--- src/sv/bfh_pkg.sv ---
// Package for the byte frequency histogram: field widths, beat layout,
// item kinds, sequencer states and the scan control struct. No dependencies.
package bfh_pkg;

  localparam int SYMBOLS_DEF    = 256;
  localparam int COUNT_BITS_DEF = 32;

  // field widths of the stream beats
  localparam int KIND_W     = 3;
  localparam int SYMBOL_W   = 8;
  localparam int COUNT_W    = 32;
  localparam int DISTINCT_W = 9;

  localparam int S_TDATA_W  = 40;  // symbol + load_count, whole bytes
  localparam int M_TDATA_RAW = SYMBOL_W + COUNT_W + COUNT_W + DISTINCT_W;
  localparam int M_TDATA_W  = 88;  // 81 bits rounded up to bytes
  localparam int OUT_PAD_W  = M_TDATA_W - M_TDATA_RAW;

  typedef enum logic [KIND_W-1:0] {
    KIND_COUNT   = 3'd0,
    KIND_CLEAR   = 3'd1,
    KIND_SUMMARY = 3'd2,
    KIND_NEXT    = 3'd3,
    KIND_LOAD    = 3'd4
  } kind_t;

  typedef enum logic [2:0] {
    ST_CLEAR,
    ST_IDLE,
    ST_INC,
    ST_SCAN,
    ST_DONE
  } state_t;

  // sequencer -> scan unit
  typedef struct packed {
    logic start;       // reset the accumulators
    logic find_first;  // next-nonzero search rather than summary
    logic check;       // a bin word is present on the read port
  } scan_ctrl_t;

endpackage

--- src/sv/bfh_scan.sv ---
// Shared compare/accumulate unit used by summary and next-nonzero scans.
// Depends on bfh_pkg (scan_ctrl_t).
module bfh_scan #(
  parameter int SYM_BITS   = 8,
  parameter int COUNT_BITS = 32
) (
  input  logic                  clk,
  input  bfh_pkg::scan_ctrl_t   ctrl,
  input  logic [SYM_BITS-1:0]   chk_idx,
  input  logic [COUNT_BITS-1:0] chk_data,
  output logic [SYM_BITS-1:0]   best_sym,
  output logic [COUNT_BITS-1:0] best_cnt,
  output logic [SYM_BITS:0]     distinct,
  output logic                  hit
);
  import bfh_pkg::*;

  logic nonzero;
  logic greater;

  assign nonzero = (chk_data != '0);
  assign greater = (chk_data > best_cnt);

  always_ff @(posedge clk) begin
    if (ctrl.start) begin
      best_sym <= '0;
      best_cnt <= '0;
      distinct <= '0;
      hit      <= 1'b0;
    end else if (ctrl.check) begin
      if (ctrl.find_first) begin
        // first nonzero bin wins, later ones ignored
        if (!hit && nonzero) begin
          hit      <= 1'b1;
          best_sym <= chk_idx;
          best_cnt <= chk_data;
        end
      end else begin
        if (nonzero) begin
          distinct <= distinct + 1'b1;
        end
        // strict compare keeps the lowest symbol on a tie
        if (greater) begin
          best_sym <= chk_idx;
          best_cnt <= chk_data;
        end
      end
    end
  end

endmodule

--- config.mk ---
export PLATFORM = sky130hd
export DESIGN_NAME = bfh_scan
export DESIGN_NICKNAME = d
export VERILOG_FILES = /design/src/sv/bfh_pkg.sv /design/src/sv/bfh_scan.sv
export SDC_FILE = /design/constraint.sdc
export NUM_CORES = 1
export LEC_CHECK = 0
export ABC_AREA = 0
export BUFFER_PORTS_ARGS = -buffer_cell sky130_fd_sc_hd__buf_4
export CORE_MARGIN = 2
export CORE_UTILIZATION = 37
export DETAILED_ROUTE_END_ITERATION = 8
export REMOVE_ABC_BUFFERS = 1
export SLEW_MARGIN = 20
export SYNTH_ARGS = -nofsm -noshare
export SYNTH_HDL_FRONTEND = slang
export SYNTH_SLANG_ARGS = --single-unit
--- constraint.sdc ---
create_clock -name clk -period 2.8 [get_ports clk]
set_clock_uncertainty 0.1 [all_clocks]
set_input_delay 0.84 -clock clk [delete_from_list [all_inputs] [get_ports clk]]
set_output_delay 0.84 -clock clk [all_outputs]
set_load 0.005 [all_outputs]
==> out/results.ini, run 1 <==
[yosys]
synth_cells=351
synth_compound_area_share_pct=6.73
synthDistinctLibCells=34
synthAdderAreaFrac_pct=13.1
synth-xor-area-share_pct=1.95
synth_top_family_by_area=simple AND/OR/NAND/NOR gates
synth_seq_cells=50
avgSynthCellArea_um2=8.95
synth-edff-count=0
ys_seq_area_share_pct=31.9
muxShareOfSynthArea_pct=13.1
async_reset_ff_share_pct=0
synth-simple-area-share_pct=25.9
yosys_most_used_dff=dfxtp_1
synth_area_um2=3140
yosys_warnings=0

[sta]
tightest_slew_ns=0.658
slew_violations=0
max_freq_mhz=359
finalHoldViolCount=0
setup_viol=0
slew_headroom_pct=56.1
period_needed_ns=2.79
fin_crit_sh_pct=99.5

[place]
dpl-instance-area_um2=4160
gp_congestion=0.813
port_buffers=93
hpwl_um=5650

[layout]
layout_common_cells=buf_4 (129), nand2b_1 (81), dfxtp_1 (50)
fin_area_um2=4350
fin_nets=553
fin_util_pct=52.9
n_antenna_cell=0
fillers=818
drive_gt1_share_pct=31.0
area_growth_pct=38.4
final_common_cell=buf_4

[power_and_ir_drop]
switching_share_pct=27.5
p_switching_mw=0.499
clockPowerShare_pct=28.1
irDropWorstVdd_uv=288
cellLeakagePower_nw=2.03
powerDensity_nw_per_um2=417
power.internal_mw=1.31
p_seq_share_pct=44.0
combPwrFrac_pct=27.9

[clock_tree]
clock_latency_ns=0.30
cts_tree=built
cts.sinks=50
cts.htree.levels=2
postCtsHoldBufs=0
cts_buffer_depth=2
cts.reportedPaths.clkPinSlew_ns=0.09
cts_buffers=5
root_buffer=clkbuf_8

[global_routing]
antenna_found_initial=0
grt_pass1_vias=2544
grt_max_degree=91
grt_pass1_wl_um=11900
top_usage_layer=met2
grt_use_met1_pct=22.7
grt_overflow=0
grt_util_met2_pct=25.9
grt_usage_pct=16.3
grt_util_met3_pct=2.82

[critical_path]
critPathKind=in -> reg
worstPathArrival_ns=2.92
r2r-end=best_cnt[12]$_SDFFE_PP0P_
max_stage_delay_ns=0.47
start_kind=input pin
r2r_slack_ns=0.25
worst_path_max_delay_cell=a2111o_1
rr_startpoint=best_cnt[13]$_SDFFE_PP0P_
worst-r2r-cell-count=10
cp-endpoint=best_cnt[12]$_SDFFE_PP0P_
cp-end-kind=flip-flop
path_max_fanout=18
cp_cell_sequence=buf_4, ha_1, a21oi_1, o221ai_2, a2111o_1, a211oi_4, buf_4, buf_12, mux2i_2
crit_path_frequent_cell=buf_4
startpoint=chk_data[11]
cp.required_ns=2.93

[routing]
wl_per_cell_um=12.7
viasPerCell=4.66
wirelength_um=7420
drcViolationCount=0
vias=2713
drt_first_pass_iters=4
drt_iter0_markers=59
ant_nets=0

[die]
start_util_pct=38.2
die_w_um=96.1
core-area_um2=8220
dieArea_um2=9240
die_h_um=96.1
num_rows=33
io_pins=94

[run_status]
status=finished clean

[min_path]
hold_path.class=reg -> reg

[flow_run]
cap_violations=0

-- power groups by stage --
stage	clock [mW]	sequential [mW]	combinational, mW
after global routing	0.550	0.805	0.564
final	0.508	0.798	0.506
after detailed placement	0	0.814	0.489
after floorplan	0	0.813	0.240
after global placement	0	0.814	0.479
after CTS	0.528	0.799	0.496
-- routing by layer --
metal	vias to the layer above	wire (um)
met5	-	0
met4	0	68
met3	5	272
met2	44	3530
met1	1235	3550
li1	1429	-
-- worst min path at each step --
stage | depth (start not counted) | slack [ns] | startpoint | to
after floorplan | 2 | 0.37 | best_sym[0]$_SDFFE_PP0P_ | best_sym[0]$_SDFFE_PP0P_
after global placement | 2 | 0.36 | best_sym[6]$_SDFFE_PP0P_ | best_sym[6]$_SDFFE_PP0P_
after detailed placement | 2 | 0.37 | best_sym[1]$_SDFFE_PP0P_ | best_sym[1]$_SDFFE_PP0P_
after CTS | 2 | 0.39 | best_sym[1]$_SDFFE_PP0P_ | best_sym[1]$_SDFFE_PP0P_
after global routing | 2 | 0.41 | best_sym[5]$_SDFFE_PP0P_ | best_sym[5]$_SDFFE_PP0P_
final | 2 | 0.38 | best_sym[1]$_SDFFE_PP0P_ | best_sym[1]$_SDFFE_PP0P_
-- registers in the layout, indices dropped and copies added, names as in the netlist --
| signal | flops |
|---|---|
| distinct | 9 |
| best_sym | 8 |
| best_cnt | 32 |
| hit | 1 |
-- cells by family (layout without fill, tap and decap cells) --
kind of cell / count (synthesis) / count (layout)
AND/OR/NAND/NOR: 141 / 141
AO/OA/AOI/OAI: 30 / 30
XOR/XNOR: 7 / 7
adder cells (fa/ha/maj): 33 / 33
multiplexers: 41 / 41
buffers and inverters: 49 / 175
flip-flops: 50 / 50
-- critical path, delay by kind of cell --
family	cells	cell delay, ns
AOI/OAI and AO/OA	4	1.07
muxes	1	0.22
buffers and inverters	3	0.45
adders and majority gates	1	0.33
-- Yosys cell counts, types with 2 or more instances --
cell,instances,area share [%]
nor2_1,14,1.7
buf_8,4,1.9
xnor2_1,6,1.7
ha_1,33,13
nor2b_1,2,0.40
nand2b_1,81,16
nand2_1,14,1.7
nand3_1,3,0.48
mux2i_1,41,13
a21oi_1,14,2.2
dfxtp_1,50,32
nor4_1,11,2.2
o21ai_0,3,0.48
clkbuf_1,10,1.2
nand4_1,8,1.6
nor3_1,5,0.80
inv_1,35,4.2
-- repair_timing --
item                       4_1_cts  5_1_grt
setup buffers                    0        3
pin swaps                        0        4
gates cloned                     0        1
setup endpoints to repair       39       40
resized for setup                2        2
-- layout make-up --
class	instances	area (um2)	area share (%)
multi-input cells	252	1940	44.7
repair buffers	132	1030	23.8
flip-flops and latches	50	1000	23.0
inverters	35	131	3.02
well taps	105	131	3.02
clock buffers	7	76.3	1.76
clock inverters	1	30.0	0.691
-- metrics by stage --
| step | TNS (ns) | setup slack [ns] | power (mW) | hold WS, ns | instances |
|---|---|---|---|---|---|
| global route | -0.0335 | -0.0144 | 1.92 | 0.406 | 582 |
| global placement | -11.72 | -0.307 | 1.29 | 0.362 | 570 |
| detailed placement | -13.91 | -0.369 | 1.30 | 0.373 | 570 |
| CTS | 0 | 0.00933 | 1.82 | 0.389 | 578 |
| finish | 0 | 0.0142 | 1.81 | 0.382 | 582 |
| floorplan | -47.39 | -1.18 | 1.05 | 0.368 | 337 |
Note: power is estimated with default switching activity, not from simulation.
==> run 2: changes to the inputs <==
ABC_AREA = 1   (was 0)
clock period = 3.5 ns   (was 2.8 ns; I/O delays follow)
==> run 2 against run 1 <==
Compared with the run above:
- critical endpoint is now best_cnt[10]$_SDFFE_PP0P_
- setup slack better by 0.72 ns
- sequential share of layout area up 2.3 points
- critical path type unchanged
- sequential power down 18%
- synthesized cell count up 28%
- area after synthesis down 2.7%
- total power down 21%
- first-iteration DRC count up 110%
- sequential cell count unchanged
- count of clock-buffer cells in the layout unchanged
- hold slack better by 0.0024 ns
==> out/results.ini, run 2 <==
[run_status]
status=finished clean

[layout]
final_common_cell=buf_4
drive_gt1_share_pct=20.3
fin_nets=614
fillers=865
layout_common_cells=buf_4 (97), nand2_1 (95), a21oi_1 (62)
fin_area_um2=3950
area_growth_pct=29.3
largest_reg_flops=32
finalNonFillerCells=642
largest_register=best_cnt
n_antenna_cell=0
reg_top3=best_cnt: 32 flops, distinct: 9 flops, best_sym: 8 flops

[die]
io_pins=94
die_h_um=94.9
start_util_pct=37.8
num_rows=33
core-area_um2=8090
die_w_um=94.9
dieArea_um2=9000

[sta]
setup_viol=0
max_freq_mhz=362
tightest_slew_ns=0.433
fin_ws_ns=0.735
slew_violations=0
grt_setup_unrepaired=no
finalHoldViolCount=0
fin_crit_sh_pct=79.0
slew_headroom_pct=71.1
period_needed_ns=2.76

[clock_tree]
cts_tree=built
cts.htree.levels=2
postCtsHoldBufs=0
clock_latency_ns=0.30
root_buffer=clkbuf_8
cts_buffer_depth=2
cts.reportedPaths.clkPinSlew_ns=0.09
cts_buffers=5
ctsResizeCount=0
cts.sinks=50
post_cts_buffers=0

[yosys]
async_reset_ff_share_pct=0
yosys_warnings=0
synth_cells=451
synth.most_common_cell=nand2_1
yosys_most_used_dff=dfxtp_1
synth_area_leaders=dfxtp_1 (33%), ha_1 (14%), nand2_1 (12%)
synth_seq_cells=50
synth-edff-count=0
synth_area_um2=3060
avgSynthCellArea_um2=6.78
synthDistinctLibCells=23
ys_top_cells_by_count=nand2_1 (96), a21oi_1 (62), nor2_1 (61), inv_1 (53), dfxtp_1 (50)
synth_top_cell_by_area=dfxtp_1
synth_top_area_share_pct=32.7
ys_seq_area_share_pct=32.7

[critical_path]
start_kind=input pin
crit_family=simple AND/OR/NAND/NOR gates
worstPathArrival_ns=2.86
critPathKind=in -> reg
path_max_fanout=21
crit_buf_inv=2
cp_cell_sequence=buf_4, ha_1, nand2_1, nor2_1, nand2_1, nor2_1, a21boi_0, nand2_2, buf_4, nand3_1, nand2_1, nor2_1
cp.required_ns=3.60
worst_path_max_delay_cell=buf_4
max_stage_delay_ns=0.30
cp-end-kind=flip-flop

[place]
dp.cells=635
port_buffers=93
gp_congestion=0.803
dpl-instance-area_um2=3880
hpwl_um=5720
preCtsSetupSlack_ns=0.431

[routing]
drt_first_pass_iters=4
wirelength_um=7530
wl_per_cell_um=11.7
drcViolationCount=0
drt_iter0_markers=124
viasPerCell=4.76
ant_nets=0
vias=3056

[global_routing]
antenna_found_initial=0
grt_overflow=0
grt_pass1_wl_um=12300
grt_max_degree=39
grt_usage_pct=17.0
grt_pass1_vias=2730

[power_and_ir_drop]
powerDensity_nw_per_um2=360
irDropWorstVdd_uv=162
cellLeakagePower_nw=2.01

[min_path]
hold_path.class=reg -> reg

[flow_run]
cap_violations=0

==> run 2: path summary, 6_finish.rpt <==
path	from	endpoint	slack (ns)	depth (start not counted)
min	hit$_SDFFE_PP0P_	hit$_SDFFE_PP0P_	0.38	2
max reg2reg	best_cnt[31]$_SDFFE_PP0P_	best_cnt[10]$_SDFFE_PP0P_	1.19	12
min reg2reg	hit$_SDFFE_PP0P_	hit$_SDFFE_PP0P_	0.38	2
max	chk_data[31]	best_cnt[10]$_SDFFE_PP0P_	0.74	12
==> run 2: logic make-up (layout without fill, tap and decap cells) <==
logic type	after synthesis	count (layout)	share of synthesized area, %
flops	50	50	32.7
xor+xnor	7	7	2.01
compound gates	71	71	12.2
fa+ha+maj	33	33	13.5
buf+inv	75	161	10.2
simple gates	215	215	29.3
==> run 2: final cells by class <==
cell class | count | area [um2] | share of cell area (%)
Clock buffer | 7 | 76.3 | 1.93
Inverter | 54 | 203 | 5.13
Multi-Input combinational cell | 326 | 1750 | 44.4
Sequential cell | 50 | 1000 | 25.3
Tap cell | 105 | 131 | 3.32
Timing Repair Buffer | 100 | 788 | 19.9
==> run 2: metal layers <==
metal / vias up / share of wire (%) / wire length [um] / GRT usage (%)
li1: 1630 / - / - / -
met1: 1354 / 48 / 3590 / 22.9
met2: 66 / 46 / 3430 / 27.0
met3: 6 / 5.6 / 424 / 4.15
met4: 0 / 1.1 / 84 / 4.83
met5: - / 0 / 0 / 0
==> run 2: per-stage QoR <==
| step | utilization, % | setup TNS, ns | hold WS (ns) | total power [mW] |
|---|---|---|---|---|
| after floorplan | - | -3.00 | 0.360 | 0.915 |
| after global placement | 47.9 | 0 | 0.363 | 1.11 |
| after detailed placement | 47.9 | 0 | 0.371 | 1.12 |
| after CTS | 48.9 | 0 | 0.385 | 1.45 |
| after global routing | 48.9 | 0 | 0.432 | 1.54 |
| final | 48.9 | 0 | 0.384 | 1.43 |
==> run 2: worst min-delay path: stages, from the launching register on <==
cell	delay (ns)
dfxtp_1	0.32
inv_1	0.06
a21oi_1	0.06
==> run 2: power by group <==
group	total, mW	leakage (nW)	internal [mW]	switching [mW]
logic	0.448	1.56	0.218	0.231
registers	0.651	0.412	0.621	0.0297
clock network	0.326	0.0383	0.138	0.188
==> run 3: changes to the inputs <==
clock period = 2.45 ns   (was 3.5 ns; I/O delays follow)
==> run 3 against run 2 <==
Compared with the run above:
- sequential power increased by 43%
- global-route usage up 0.32 points
- highest routed layer unchanged
- setup slack got worse by 0.53 ns
- routed wire length is 1.5% higher
- register-to-register slack worse by 0.85 ns
- largest cell class unchanged
- critical path depth stayed put
- sequential cell count did not move
- die area is the same
- count of clock-buffer cells in the layout is the same
- first-iteration DRC count is 17% lower
- hold slack improved by 0.0027 ns
- utilization is 1.2 points higher
==> out/results.ini, run 3 (synthesis gave the netlist of run 2 again) <==
[power_and_ir_drop]
irDropWorstVdd_uv=242
powerDensity_nw_per_um2=508
cellLeakagePower_nw=2.07
finalPower_mw=2.06

[critical_path]
max_stage_delay_ns=0.29
path_max_fanout=42
cp.required_ns=2.55
worst-r2r-cell-count=12
r2r-end=best_sym[5]$_SDFFE_PP0P_
cp_cell_sequence=buf_4, ha_1, nand2_1, nor2_1, nand4_1, nor2_1, a21boi_0, nand2_2, buf_12, nand3_1, nand2_1, nor2_1
start_kind=input pin
critPathKind=in -> reg
r2r_slack_ns=0.34
crit_path_frequent_cell=nor2_1
rr_startpoint=best_cnt[31]$_SDFFE_PP0P_
cp-end-kind=flip-flop
worstPathArrival_ns=2.34
worst_path_max_delay_cell=ha_1

[clock_tree]
ctsResizeCount=0
cts_buffers=5
postCtsHoldBufs=0
cts.reportedPaths.clkPinSlew_ns=0.09
cts_tree=built
post_cts_buffers=0
cts.sinks=50
clock_latency_ns=0.30
root_buffer=clkbuf_8
cts_buffer_depth=2
cts.htree.levels=2

[sta]
setup_tns_ns=0
max_freq_mhz=446
period_needed_ns=2.24
finalHoldViolCount=0
setup_viol=0
fin_crit_sh_pct=91.5
slew_headroom_pct=75.7
fin_ws_ns=0.209
fin_hold_ws_ns=0.387
grt_setup_unrepaired=no
slew_violations=0
tightest_slew_ns=0.361

[die]
io_pins=94
die_w_um=94.9
start_util_pct=37.8
num_rows=33
dieArea_um2=9000
core-area_um2=8090
die_h_um=94.9

[layout]
finalNonFillerCells=653
area_growth_pct=32.5
fin_area_um2=4050
largest_register=best_cnt
final_common_cell=buf_4
n_antenna_cell=0
fin_util_pct=50.0
drive_gt1_share_pct=21.9
reg_top3=best_cnt: 32 flops, distinct: 9 flops, best_sym: 8 flops
largest_reg_flops=32
layout_common_cells=buf_4 (107), nand2_1 (95), a21oi_1 (62)
fin_nets=625

[min_path]
hold_path_end=hit$_SDFFE_PP0P_
hold-path-cell-count=2
min_from=hit$_SDFFE_PP0P_
hold_path.class=reg -> reg

[place]
port_buffers=93
dp.cells=646
preCtsSetupSlack_ns=-0.107
hpwl_um=5860
dpl-instance-area_um2=3970
gp_congestion=0.826

[flow_run]
cap_violations=0

[global_routing]
grt_pass1_vias=2762
grt_max_degree=55
grt_pass1_wl_um=12600
grt_usage_pct=17.3
grt_overflow=0
antenna_found_initial=0

[routing]
drt_iter0_markers=103
ant_nets=0
wirelength_um=7640
viasPerCell=4.78
drt_first_pass_iters=4
vias=3119
drcViolationCount=0
wl_per_cell_um=11.7

[run_status]
status=finished clean

==> run 3: layer usage <==
metal | vias to the layer above | track usage [%] | share of wire [%]
met5 | - | 0 | 0
met4 | 0 | 3.62 | 0.81
met3 | 6 | 3.99 | 5.5
met2 | 68 | 29.1 | 45
met1 | 1395 | 22.7 | 48
li1 | 1650 | - | -
==> run 3: worst max path at each step <==
stage                                endpoint          from  depth (start not counted)
global route        best_cnt[11]$_SDFFE_PP0P_  chk_data[23]                         12
global placement     best_sym[2]$_SDFFE_PP0P_  chk_data[31]                         12
detailed placement   best_sym[5]$_SDFFE_PP0P_  chk_data[31]                         12
CTS                  best_sym[5]$_SDFFE_PP0P_  chk_data[23]                         12
finish               best_sym[5]$_SDFFE_PP0P_  chk_data[23]                         12
floorplan            best_cnt[0]$_SDFFE_PP0P_  chk_data[30]                          6
==> run 3: worst max-delay path: cells and delay by family <==
family	cells	cell delay [ns]
simple gates	8	0.83
buf+inv	2	0.34
fa+ha+maj	1	0.29
compound gates	1	0.13
==> run 3: cell type report <==
cell class	instances	area [um2]
clock buffer	7	76.3
fill	854	4040
inverter	54	203
multi-input combinational	326	1750
sequential	50	1000
tap	105	131
timing repair buffer	111	883
==> run 3: power breakdown <==
group	leakage (nW)	internal, mW	switching [mW]	total [mW]
Clock	0.0383	0.198	0.269	0.466
Sequential	0.412	0.888	0.0439	0.932
Combinational	1.62	0.323	0.334	0.657
Total	2.07	1.41	0.646	2.06
